===== src/tqs_pkg.sv =====
// Shared types, constants and reference lattice tables for the triangle quadrature sampler.
`timescale 1ns / 1ps
`default_nettype none
package tqs_pkg;

  localparam int RESOLUTION = 8;
  localparam int STEPS      = (RESOLUTION > 1) ? RESOLUTION - 1 : 1;
  localparam int NODES      = RESOLUTION * (RESOLUTION + 1) / 2;
  localparam int IDX_W      = $clog2(NODES);

  localparam int IN_W   = 192;
  localparam int OUT_W  = 96;
  localparam int CFG_AW = 3;
  localparam int CFG_DW = 32;

  localparam int EDGE_W = 33;
  localparam int MUL_W  = 34;
  localparam int PROD_W = 68;

  localparam int DIV_STEPS  = 32;
  localparam int SQRT_STEPS = 29;
  localparam int CNT_W      = 5;

  // register index, taken from paddr[2]
  localparam logic REG_GEOMETRY_MODE = 1'b0;

  typedef logic [31:0] tab_t [NODES];

  function automatic tab_t build_ref_x();
    tab_t t;
    int   i;
    i = 0;
    for (int r = 0; r < RESOLUTION; r++) begin
      for (int j = 0; j < RESOLUTION - r; j++) begin
        t[i] = 32'((longint'(j) * (longint'(1) << 29) + STEPS) / (2 * STEPS));
        i++;
      end
    end
    return t;
  endfunction

  function automatic tab_t build_ref_y();
    tab_t t;
    int   i;
    i = 0;
    for (int r = 0; r < RESOLUTION; r++) begin
      for (int j = 0; j < RESOLUTION - r; j++) begin
        t[i] = 32'((longint'(r) * (longint'(1) << 29) + STEPS) / (2 * STEPS));
        i++;
      end
    end
    return t;
  endfunction

  function automatic tab_t build_ref_w();
    tab_t t;
    int   cnt [NODES];
    int   i;
    int   w;
    i = 0;
    for (int k = 0; k < NODES; k++) cnt[k] = 0;
    for (int r = 0; r < RESOLUTION; r++) begin
      w = RESOLUTION - r;
      for (int j = 0; j < w; j++) begin
        if (j < w - 1) begin
          cnt[i]++;
          cnt[i + 1]++;
          cnt[i + w]++;
          if (j < w - 2) begin
            cnt[i + 1]++;
            cnt[i + w]++;
            cnt[i + w + 1]++;
          end
        end
        i++;
      end
    end
    for (int k = 0; k < NODES; k++) begin
      t[k] = 32'((longint'(cnt[k]) * (longint'(1) << 33) + 6 * STEPS * STEPS)
                 / (12 * STEPS * STEPS));
    end
    return t;
  endfunction

  localparam tab_t REF_X = build_ref_x();
  localparam tab_t REF_Y = build_ref_y();
  localparam tab_t REF_W = build_ref_w();

  typedef enum logic [5:0] {
    OP_NOP, OP_LOAD, OP_KSQ0, OP_KSQ1, OP_SUM, OP_KDX_INIT, OP_KDY_INIT,
    OP_DIV_STEP, OP_KDX_END, OP_KDY_END, OP_EDGES, OP_DET0, OP_DET1, OP_DET2,
    OP_DET3, OP_MX0, OP_MX1, OP_SETX, OP_MY0, OP_MY1, OP_SETY, OP_NUM, OP_EW,
    OP_HSQ0, OP_HSQ1, OP_HT, OP_SQRT_STEP, OP_HP, OP_DW_INIT, OP_DW_END,
    OP_PDX_INIT, OP_PDY_INIT, OP_PDX_END, OP_PDY_END, OP_OUT
  } op_t;

  typedef enum logic [5:0] {
    ST_IDLE, ST_KSQ0, ST_KSQ1, ST_KSUM, ST_KDX_INIT, ST_KDX_RUN, ST_KDX_END,
    ST_KDY_INIT, ST_KDY_RUN, ST_KDY_END, ST_EDGES, ST_DET0, ST_DET1, ST_DET2,
    ST_DET3, ST_MX0, ST_MX1, ST_MXSUM, ST_SETX, ST_MY0, ST_MY1, ST_MYSUM,
    ST_SETY, ST_NUM, ST_EW, ST_HSQ0, ST_HSQ1, ST_HSUM, ST_HT, ST_SQRT, ST_HP,
    ST_DW_INIT, ST_DW_RUN, ST_DW_END, ST_PDX_INIT, ST_PDX_RUN, ST_PDX_END,
    ST_PDY_INIT, ST_PDY_RUN, ST_PDY_END, ST_OUT
  } state_t;

  typedef struct packed {
    op_t              op;
    logic [IDX_W-1:0] idx;
    logic             last;
  } cmd_t;

  typedef struct packed {
    logic boundary;
    logic wovf;
    logic out_free;
  } stat_t;

endpackage
`default_nettype wire


===== src/tqs_ctrl.sv =====
// Sequencer for the sampler: walks corner conversion, determinant and per-node steps.
`timescale 1ns / 1ps
`default_nettype none
module tqs_ctrl import tqs_pkg::*; (
  input  wire   clk,
  input  wire   rst,
  input  wire   s_tvalid,
  output logic  s_tready,
  input  wire   hyp,
  input  stat_t st,
  output cmd_t  cmd
);

  localparam logic [IDX_W-1:0] IDX_LAST    = IDX_W'(NODES - 1);
  localparam logic [CNT_W-1:0] DIV_LAST    = CNT_W'(DIV_STEPS - 1);
  localparam logic [CNT_W-1:0] SQRT_LAST   = CNT_W'(SQRT_STEPS - 1);
  localparam logic [1:0]       CORNER_LAST = 2'd2;

  state_t           state, state_next;
  logic [1:0]       corner;
  logic [IDX_W-1:0] idx;
  logic [CNT_W-1:0] cnt;
  logic             is_last;

  assign is_last = (idx == IDX_LAST);

  always_ff @(posedge clk) begin
    if (rst) begin
      state  <= ST_IDLE;
      corner <= '0;
      idx    <= '0;
      cnt    <= '0;
    end else begin
      state <= state_next;
      if (state == ST_KDX_RUN || state == ST_KDY_RUN || state == ST_SQRT ||
          state == ST_DW_RUN || state == ST_PDX_RUN || state == ST_PDY_RUN) begin
        cnt <= cnt + 1'b1;
      end else begin
        cnt <= '0;
      end
      if (state == ST_IDLE) begin
        corner <= '0;
        idx    <= '0;
      end else begin
        if (state == ST_KDY_END) corner <= corner + 1'b1;
        if (state == ST_OUT && st.out_free) idx <= idx + 1'b1;
      end
    end
  end

  always_comb begin
    state_next = state;
    unique case (state)
      ST_IDLE:     if (s_tvalid) state_next = hyp ? ST_KSQ0 : ST_EDGES;
      ST_KSQ0:     state_next = ST_KSQ1;
      ST_KSQ1:     state_next = ST_KSUM;
      ST_KSUM:     state_next = ST_KDX_INIT;
      ST_KDX_INIT: state_next = ST_KDX_RUN;
      ST_KDX_RUN:  if (cnt == DIV_LAST) state_next = ST_KDX_END;
      ST_KDX_END:  state_next = ST_KDY_INIT;
      ST_KDY_INIT: state_next = ST_KDY_RUN;
      ST_KDY_RUN:  if (cnt == DIV_LAST) state_next = ST_KDY_END;
      ST_KDY_END:  state_next = (corner == CORNER_LAST) ? ST_EDGES : ST_KSQ0;
      ST_EDGES:    state_next = ST_DET0;
      ST_DET0:     state_next = ST_DET1;
      ST_DET1:     state_next = ST_DET2;
      ST_DET2:     state_next = ST_DET3;
      ST_DET3:     state_next = ST_MX0;
      ST_MX0:      state_next = ST_MX1;
      ST_MX1:      state_next = ST_MXSUM;
      ST_MXSUM:    state_next = ST_SETX;
      ST_SETX:     state_next = ST_MY0;
      ST_MY0:      state_next = ST_MY1;
      ST_MY1:      state_next = ST_MYSUM;
      ST_MYSUM:    state_next = ST_SETY;
      ST_SETY:     state_next = ST_NUM;
      ST_NUM:      state_next = hyp ? ST_HSQ0 : ST_EW;
      ST_EW:       state_next = ST_OUT;
      ST_HSQ0:     state_next = ST_HSQ1;
      ST_HSQ1:     state_next = ST_HSUM;
      ST_HSUM:     state_next = ST_HT;
      ST_HT:       state_next = st.boundary ? ST_OUT : ST_SQRT;
      ST_SQRT:     if (cnt == SQRT_LAST) state_next = ST_HP;
      ST_HP:       state_next = ST_DW_INIT;
      ST_DW_INIT:  state_next = st.wovf ? ST_PDX_INIT : ST_DW_RUN;
      ST_DW_RUN:   if (cnt == DIV_LAST) state_next = ST_DW_END;
      ST_DW_END:   state_next = ST_PDX_INIT;
      ST_PDX_INIT: state_next = ST_PDX_RUN;
      ST_PDX_RUN:  if (cnt == DIV_LAST) state_next = ST_PDX_END;
      ST_PDX_END:  state_next = ST_PDY_INIT;
      ST_PDY_INIT: state_next = ST_PDY_RUN;
      ST_PDY_RUN:  if (cnt == DIV_LAST) state_next = ST_PDY_END;
      ST_PDY_END:  state_next = ST_OUT;
      ST_OUT:      if (st.out_free) state_next = is_last ? ST_IDLE : ST_MX0;
      default:     state_next = ST_IDLE;
    endcase
  end

  always_comb begin
    s_tready = (state == ST_IDLE);
    cmd.idx  = idx;
    cmd.last = is_last;
    unique case (state)
      ST_IDLE:     cmd.op = s_tvalid ? OP_LOAD : OP_NOP;
      ST_KSQ0:     cmd.op = OP_KSQ0;
      ST_KSQ1:     cmd.op = OP_KSQ1;
      ST_KSUM:     cmd.op = OP_SUM;
      ST_KDX_INIT: cmd.op = OP_KDX_INIT;
      ST_KDX_RUN:  cmd.op = OP_DIV_STEP;
      ST_KDX_END:  cmd.op = OP_KDX_END;
      ST_KDY_INIT: cmd.op = OP_KDY_INIT;
      ST_KDY_RUN:  cmd.op = OP_DIV_STEP;
      ST_KDY_END:  cmd.op = OP_KDY_END;
      ST_EDGES:    cmd.op = OP_EDGES;
      ST_DET0:     cmd.op = OP_DET0;
      ST_DET1:     cmd.op = OP_DET1;
      ST_DET2:     cmd.op = OP_DET2;
      ST_DET3:     cmd.op = OP_DET3;
      ST_MX0:      cmd.op = OP_MX0;
      ST_MX1:      cmd.op = OP_MX1;
      ST_MXSUM:    cmd.op = OP_SUM;
      ST_SETX:     cmd.op = OP_SETX;
      ST_MY0:      cmd.op = OP_MY0;
      ST_MY1:      cmd.op = OP_MY1;
      ST_MYSUM:    cmd.op = OP_SUM;
      ST_SETY:     cmd.op = OP_SETY;
      ST_NUM:      cmd.op = OP_NUM;
      ST_EW:       cmd.op = OP_EW;
      ST_HSQ0:     cmd.op = OP_HSQ0;
      ST_HSQ1:     cmd.op = OP_HSQ1;
      ST_HSUM:     cmd.op = OP_SUM;
      ST_HT:       cmd.op = OP_HT;
      ST_SQRT:     cmd.op = OP_SQRT_STEP;
      ST_HP:       cmd.op = OP_HP;
      ST_DW_INIT:  cmd.op = OP_DW_INIT;
      ST_DW_RUN:   cmd.op = OP_DIV_STEP;
      ST_DW_END:   cmd.op = OP_DW_END;
      ST_PDX_INIT: cmd.op = OP_PDX_INIT;
      ST_PDX_RUN:  cmd.op = OP_DIV_STEP;
      ST_PDX_END:  cmd.op = OP_PDX_END;
      ST_PDY_INIT: cmd.op = OP_PDY_INIT;
      ST_PDY_RUN:  cmd.op = OP_DIV_STEP;
      ST_PDY_END:  cmd.op = OP_PDY_END;
      ST_OUT:      cmd.op = st.out_free ? OP_OUT : OP_NOP;
      default:     cmd.op = OP_NOP;
    endcase
  end

endmodule
`default_nettype wire


===== config.mk =====
export PLATFORM = sky130hd
export DESIGN_NAME = tqs_ctrl
export DESIGN_NICKNAME = d
export VERILOG_FILES = /design/src/tqs_pkg.sv /design/src/tqs_ctrl.sv
export SDC_FILE = /design/constraint.sdc
export NUM_CORES = 1
export LEC_CHECK = 0
export BUFFER_PORTS_ARGS = -buffer_cell sky130_fd_sc_hd__buf_2
export CORE_UTILIZATION = 36
export DETAILED_ROUTE_END_ITERATION = 8
export HOLD_SLACK_MARGIN = 0.12
export MAX_ROUTING_LAYER = met4
export PLACE_DENSITY_LB_ADDON = 0.12
export SYNTH_ARGS = -nofsm -noshare
export SYNTH_HDL_FRONTEND = slang
export SYNTH_SLANG_ARGS = --single-unit

===== constraint.sdc =====
create_clock -name clk -period 2.7 [get_ports clk]
set_input_delay 0 -clock clk [delete_from_list [all_inputs] [get_ports clk]]
set_output_delay 0 -clock clk [all_outputs]
set_load 0.02 [all_outputs]

# ---- Word level (Yosys, flattened, before mapping)
# Cells that the tools add are included.
# Widths: inputs -> output; s select.
dict set report word_totals {
  reg_bits 19
}
dict set report classes {
  add_sub_neg 3
  n_eq_ne 52
  n_mux 18
  bitwise_logic 1
  n_reduce_logical 13
}
# operator count
set op_table {}
lappend op_table {{$pmux 6 s40} 1}
lappend op_table {{$pmux 6 s34} 1}
lappend op_table {{$eq 6x5->1 const B} 16}
lappend op_table {{$eq 6x6->1 const B} 10}
lappend op_table {{$mux 6} 10}
lappend op_table {{$eq 6x4->1 const B} 8}
lappend op_table {{$eq 6x3->1 const B} 4}
lappend op_table {{$eq 6x2->1 const B} 2}
lappend op_table {{$mux 4} 3}
lappend op_table {{$ne 2x1->1 const B} 6}
lappend op_table {{$eq 5x5->1 const B} 2}
lappend op_table {{$reduce_and 8->1} 1}
lappend op_table {{$add 6x1->6 const B} 1}
lappend op_table {{$eq 6x1->1 const B} 1}
lappend op_table {{$logic_not 6->1} 1}
lappend op_table {{$reduce_or 2->1} 3}
lappend op_table {{$add 5x1->5 const B} 1}
lappend op_table {{$logic_or 1x1->1} 5}
lappend op_table {{$reduce_or 5->1} 1}
lappend op_table {{$ne 2x2->1 const B} 2}
lappend op_table {{$reduce_or 4->1} 1}
lappend op_table {{$add 2x1->2 const B} 1}
lappend op_table {{$eq 2x2->1 const B} 1}
lappend op_table {{$mux 1} 2}
lappend op_table {{3 further kinds} 3}

# ---- Logic depth before layout (Yosys ltp)
dict set report depth {
  ltp_word 8
  ltp_mapped 8
  depth_no_buf 7
}

# ---- Worst setup path before layout
# Ideal clock, no wire load.
dict set report synth_path {
  path_type {flip-flop to flip-flop}
  from {reg state[1]}
  to {reg state[3]}
  t_arrival_ns 1.701
  slack_ns 0.895
  path_stages_with_launch 7
  path_buffers 1
  synth_period_minus_slack_ns 1.805
  path_cell_list {dfxtp_1 buf_6 or3b_1 a211o_1 a211oi_4 nor2_1 a2111oi_2}
}
dict set report synth_between {
  elab_chain_cells 3
  elab_cells_between_ends 52
  cone_classes {48 x eq/ne; 1 x mux; 3 x reduce/logical}
}
# item line
set synth_rtl {}
lappend synth_rtl {{start, declared} tqs_ctrl.sv:19} ;# state_t state, state_next;
lappend synth_rtl {{start signal, assigned} tqs_ctrl.sv:34} ;# state <= state_next;
lappend synth_rtl {{$eq 6x6->1, or another cell as far along} tqs_ctrl.sv:53} ;# unique case (state)
lappend synth_rtl {{$reduce_or 2->1 (no source line), or another cell as far along} --}
lappend synth_rtl {{$pmux 6 s40 / $reduce_and 8->1 (equally long branches)} --}
# Several ways; a longest one is shown, not always the timed one.
# A chain may end at the register's enable or synchronous reset.

==> metrics.yaml <==
cells_and_area:
  drive_gt1_frac: 0.164
  antenna_cells: 0
  fill_cells: 526
  regArea_um2: 380
  final_nets: 275
  multi_input_area_um2: 1290
  design_area_um2: 2060
  area_growth_pct: 12.7
  final_cells: 329
  post-route-util: 0.428
global_routing:
  grt_max_degree: 29
  grtUsageTotal: 0.210
  overflow: 0
  antenna_found_initial: 0
  grt_pass1_vias: 1688
  grt_pass1_wl_um: 8490
timing:
  setup_viol: 0
  period_share: 0.852
  fmax_mhz: 435
  hold_viol: 0
  slew_viol_final: 0
  setup_ws_ns: 0.399
  tightest_slew_ns: 0.656
  fin_crit_ns: 2.30
  rsz0062_at_grt: "no"
  fin_skew_ns: 0.00726
  slew_headroom: 0.559
  final.setup.tns_ns: 0
synth:
  syn_area_um2: 1830
  synth_compound_area_frac: 0.298
  synth_nets: 259
  synthCells: 247
  yosys.area_share.simple: 0.289
  synth_xor_area_frac: 0.0575
  yosysSeqAreaShare: 0.208
  synth_edf_count: 0
  synth_mux_area_frac: 0.0226
  avgSynthCellArea_um2: 7.41
  synth_flop_cell: "dfxtp_1"
  yosys_warnings: 0
  synth_top_family_by_area: "compound AO/OA/AOI/OAI gates"
  ys_types: 60
  ys_seq_elements: 19
  synthArstFlopShare: 0
  synthAdderAreaFrac: 0.0397
cts:
  clk_pin_slew_ns: 0.07
  cts_buffers: 3
  clock_sinks: 19
  cts_max_path_buffers: 2
  clock_latency_ns: 0.25
  htreeDepth: 1
  post_cts_buffers: 0
  ctsHoldBuffers: 2
  root_buffer: "clkbuf_8"
  cts_tree: "done"
  cts_resized: 0
die:
  fp.dieH_um: 73.3
  fp.coreArea_um2: 4820
  start_util: 0.380
  dieArea_um2: 5370
  num_io_pins: 21
  die_w_um: 73.3
  rows: 25
setup_path:
  critPathLaunchType: "flop"
  arrival_ns: 2.30
  critPathRequiredTime_ns: 2.70
  end_kind: "output port"
  ff2ff_path_depth: 5
  critPathMaxFanout: 17
  path_class: "flop to output port"
place:
  dp_slack_ns: 0.615
  placed_cells: 323
  dpl-instance-area_um2: 2000
  place_congestion: 0.870
  port_buffers: 20
  hpwl_um: 3870
power_and_ir_drop:
  cellLeakagePower_uw: 0.000799
  ir_drop_mv: 0.285
  power.density_nw_per_um2: 795
routing:
  vias_per_cell: 5.66
  ant_nets: 0
  drc_errors: 0
  wirelength_um: 5250
  wl_per_cell_um: 15.9
  dr_total_vias: 1863
  drt_first_pass_iters: 5
  drt_iter0_markers: 154
min_path:
  hold_class: "input port to flop"
  min_path_cells: 3
outcome:
  outcome: "complete, no violations"
run:
  drv_cap: 0
layout make-up:
type                       instances  area share
multi-input combinational        194       0.627
clock buffer                       4      0.0218
tap                               67      0.0407
timing repair buffer              36       0.109
inverter                           9      0.0164
sequential                        19       0.184
metal layers:
layer  vias up  global-route usage  part of all wire  routed length (um)
met5         -                   -                 0                   0
met4         0              0.0261            0.0067                  35
met3         4              0.0302             0.041                 213
met2        43               0.310              0.46                2390
met1       874               0.309              0.50                2610
li1        942                   -                 -                   -
flip-flops by register name, indices dropped and copies added (netlist names):
| register | flops |
|---|---|
| cnt | 5 |
| state | 6 |
| corner | 2 |
| idx | 6 |
worst paths after layout:
| check | from | end | slack, ns |
|---|---|---|---|
| worst max-delay path | state[1] | cmd[7] | 0.40 |
| worst min register to register | cnt[0] | cnt[0] | 0.50 |
| worst max register to register | state[1] | state[0] | 0.57 |
| worst min-delay path | st[0] | state[4] | 0.21 |
cell families (layout without fill, tap and decap cells):
family | count (synthesis) | count (layout)
adder cells (fa/ha/maj) | 6 | 6
flip-flops | 19 | 19
AND/OR/NAND/NOR | 100 | 100
multiplexers | 4 | 4
buffers and inverters | 34 | 49
XOR/XNOR | 12 | 12
AO/OA/AOI/OAI | 72 | 72
synth_stat cells, types with 2 or more instances:
library cell	instances	area (um^2)
nor2b_1	8	50.1
o32ai_1	3	26.3
ha_1	5	62.6
o211ai_1	3	22.5
nand4_1	5	31.3
and3_1	6	37.5
buf_1	3	11.3
a221oi_1	4	35.0
a21o_1	3	22.5
o21ai_0	12	60.1
a211oi_1	4	30.0
nor3_1	11	55.1
a211o_1	2	17.5
a21oi_1	14	70.1
buf_2	13	65.1
xor2_1	7	61.3
nand2_1	13	48.8
and4b_1	2	20.0
o2bb2ai_1	3	26.3
inv_1	9	33.8
mux2i_1	3	30.0
dfxtp_1	19	380
a32oi_1	2	17.5
nor2_1	26	97.6
nand3_1	8	40.0
nor3b_1	3	22.5
clkbuf_1	7	26.3
nand2b_1	6	37.5
o2111ai_1	2	17.5
nand3b_1	2	15.0
o22ai_1	3	18.8
o31ai_1	4	30.0
xnor2_1	5	43.8
worst max-delay path, stage by stage, from the launching register on:
cell and delay, ns:
dfxtp_1 0.70, buf_4 0.29, nor2_1 0.08, maj3_1 0.35, a222oi_1 0.33, o211ai_1 0.12
buf_2 0.17
where the power goes:
group | internal [uW] | total (uW) | leakage (uW) | switching, uW
registers | 307 | 367 | 0.000154 | 59.5
clock network | 105 | 198 | 0.0000228 | 93.1
logic | 424 | 1070 | 0.000623 | 650
total | 837 | 1640 | 0.000799 | 803
placed cells by master, fill, tap and decap left out, types with 7 or more instances in the layout:
cell     netlist  routed
a21oi_1       14      14
buf_2         13      20
buf_4          1      14
dfxtp_1       19      19
inv_1          9       9
nand2_1       13      13
nand3_1        8       8
nor2_1        26      26
nor2b_1        8       8
nor3_1        11      11
o21ai_0       12      12
xor2_1         7       7
through the flow:
stage | total power [uW] | hold WS [ns]
global placement | 1440 | 0.371
CTS | 1640 | 0.214
detailed placement | 1430 | 0.381
finish | 1640 | 0.214
floorplan | 1150 | 0.0760
global route | 1770 | 0.231
(Power assumes the default switching activity.)
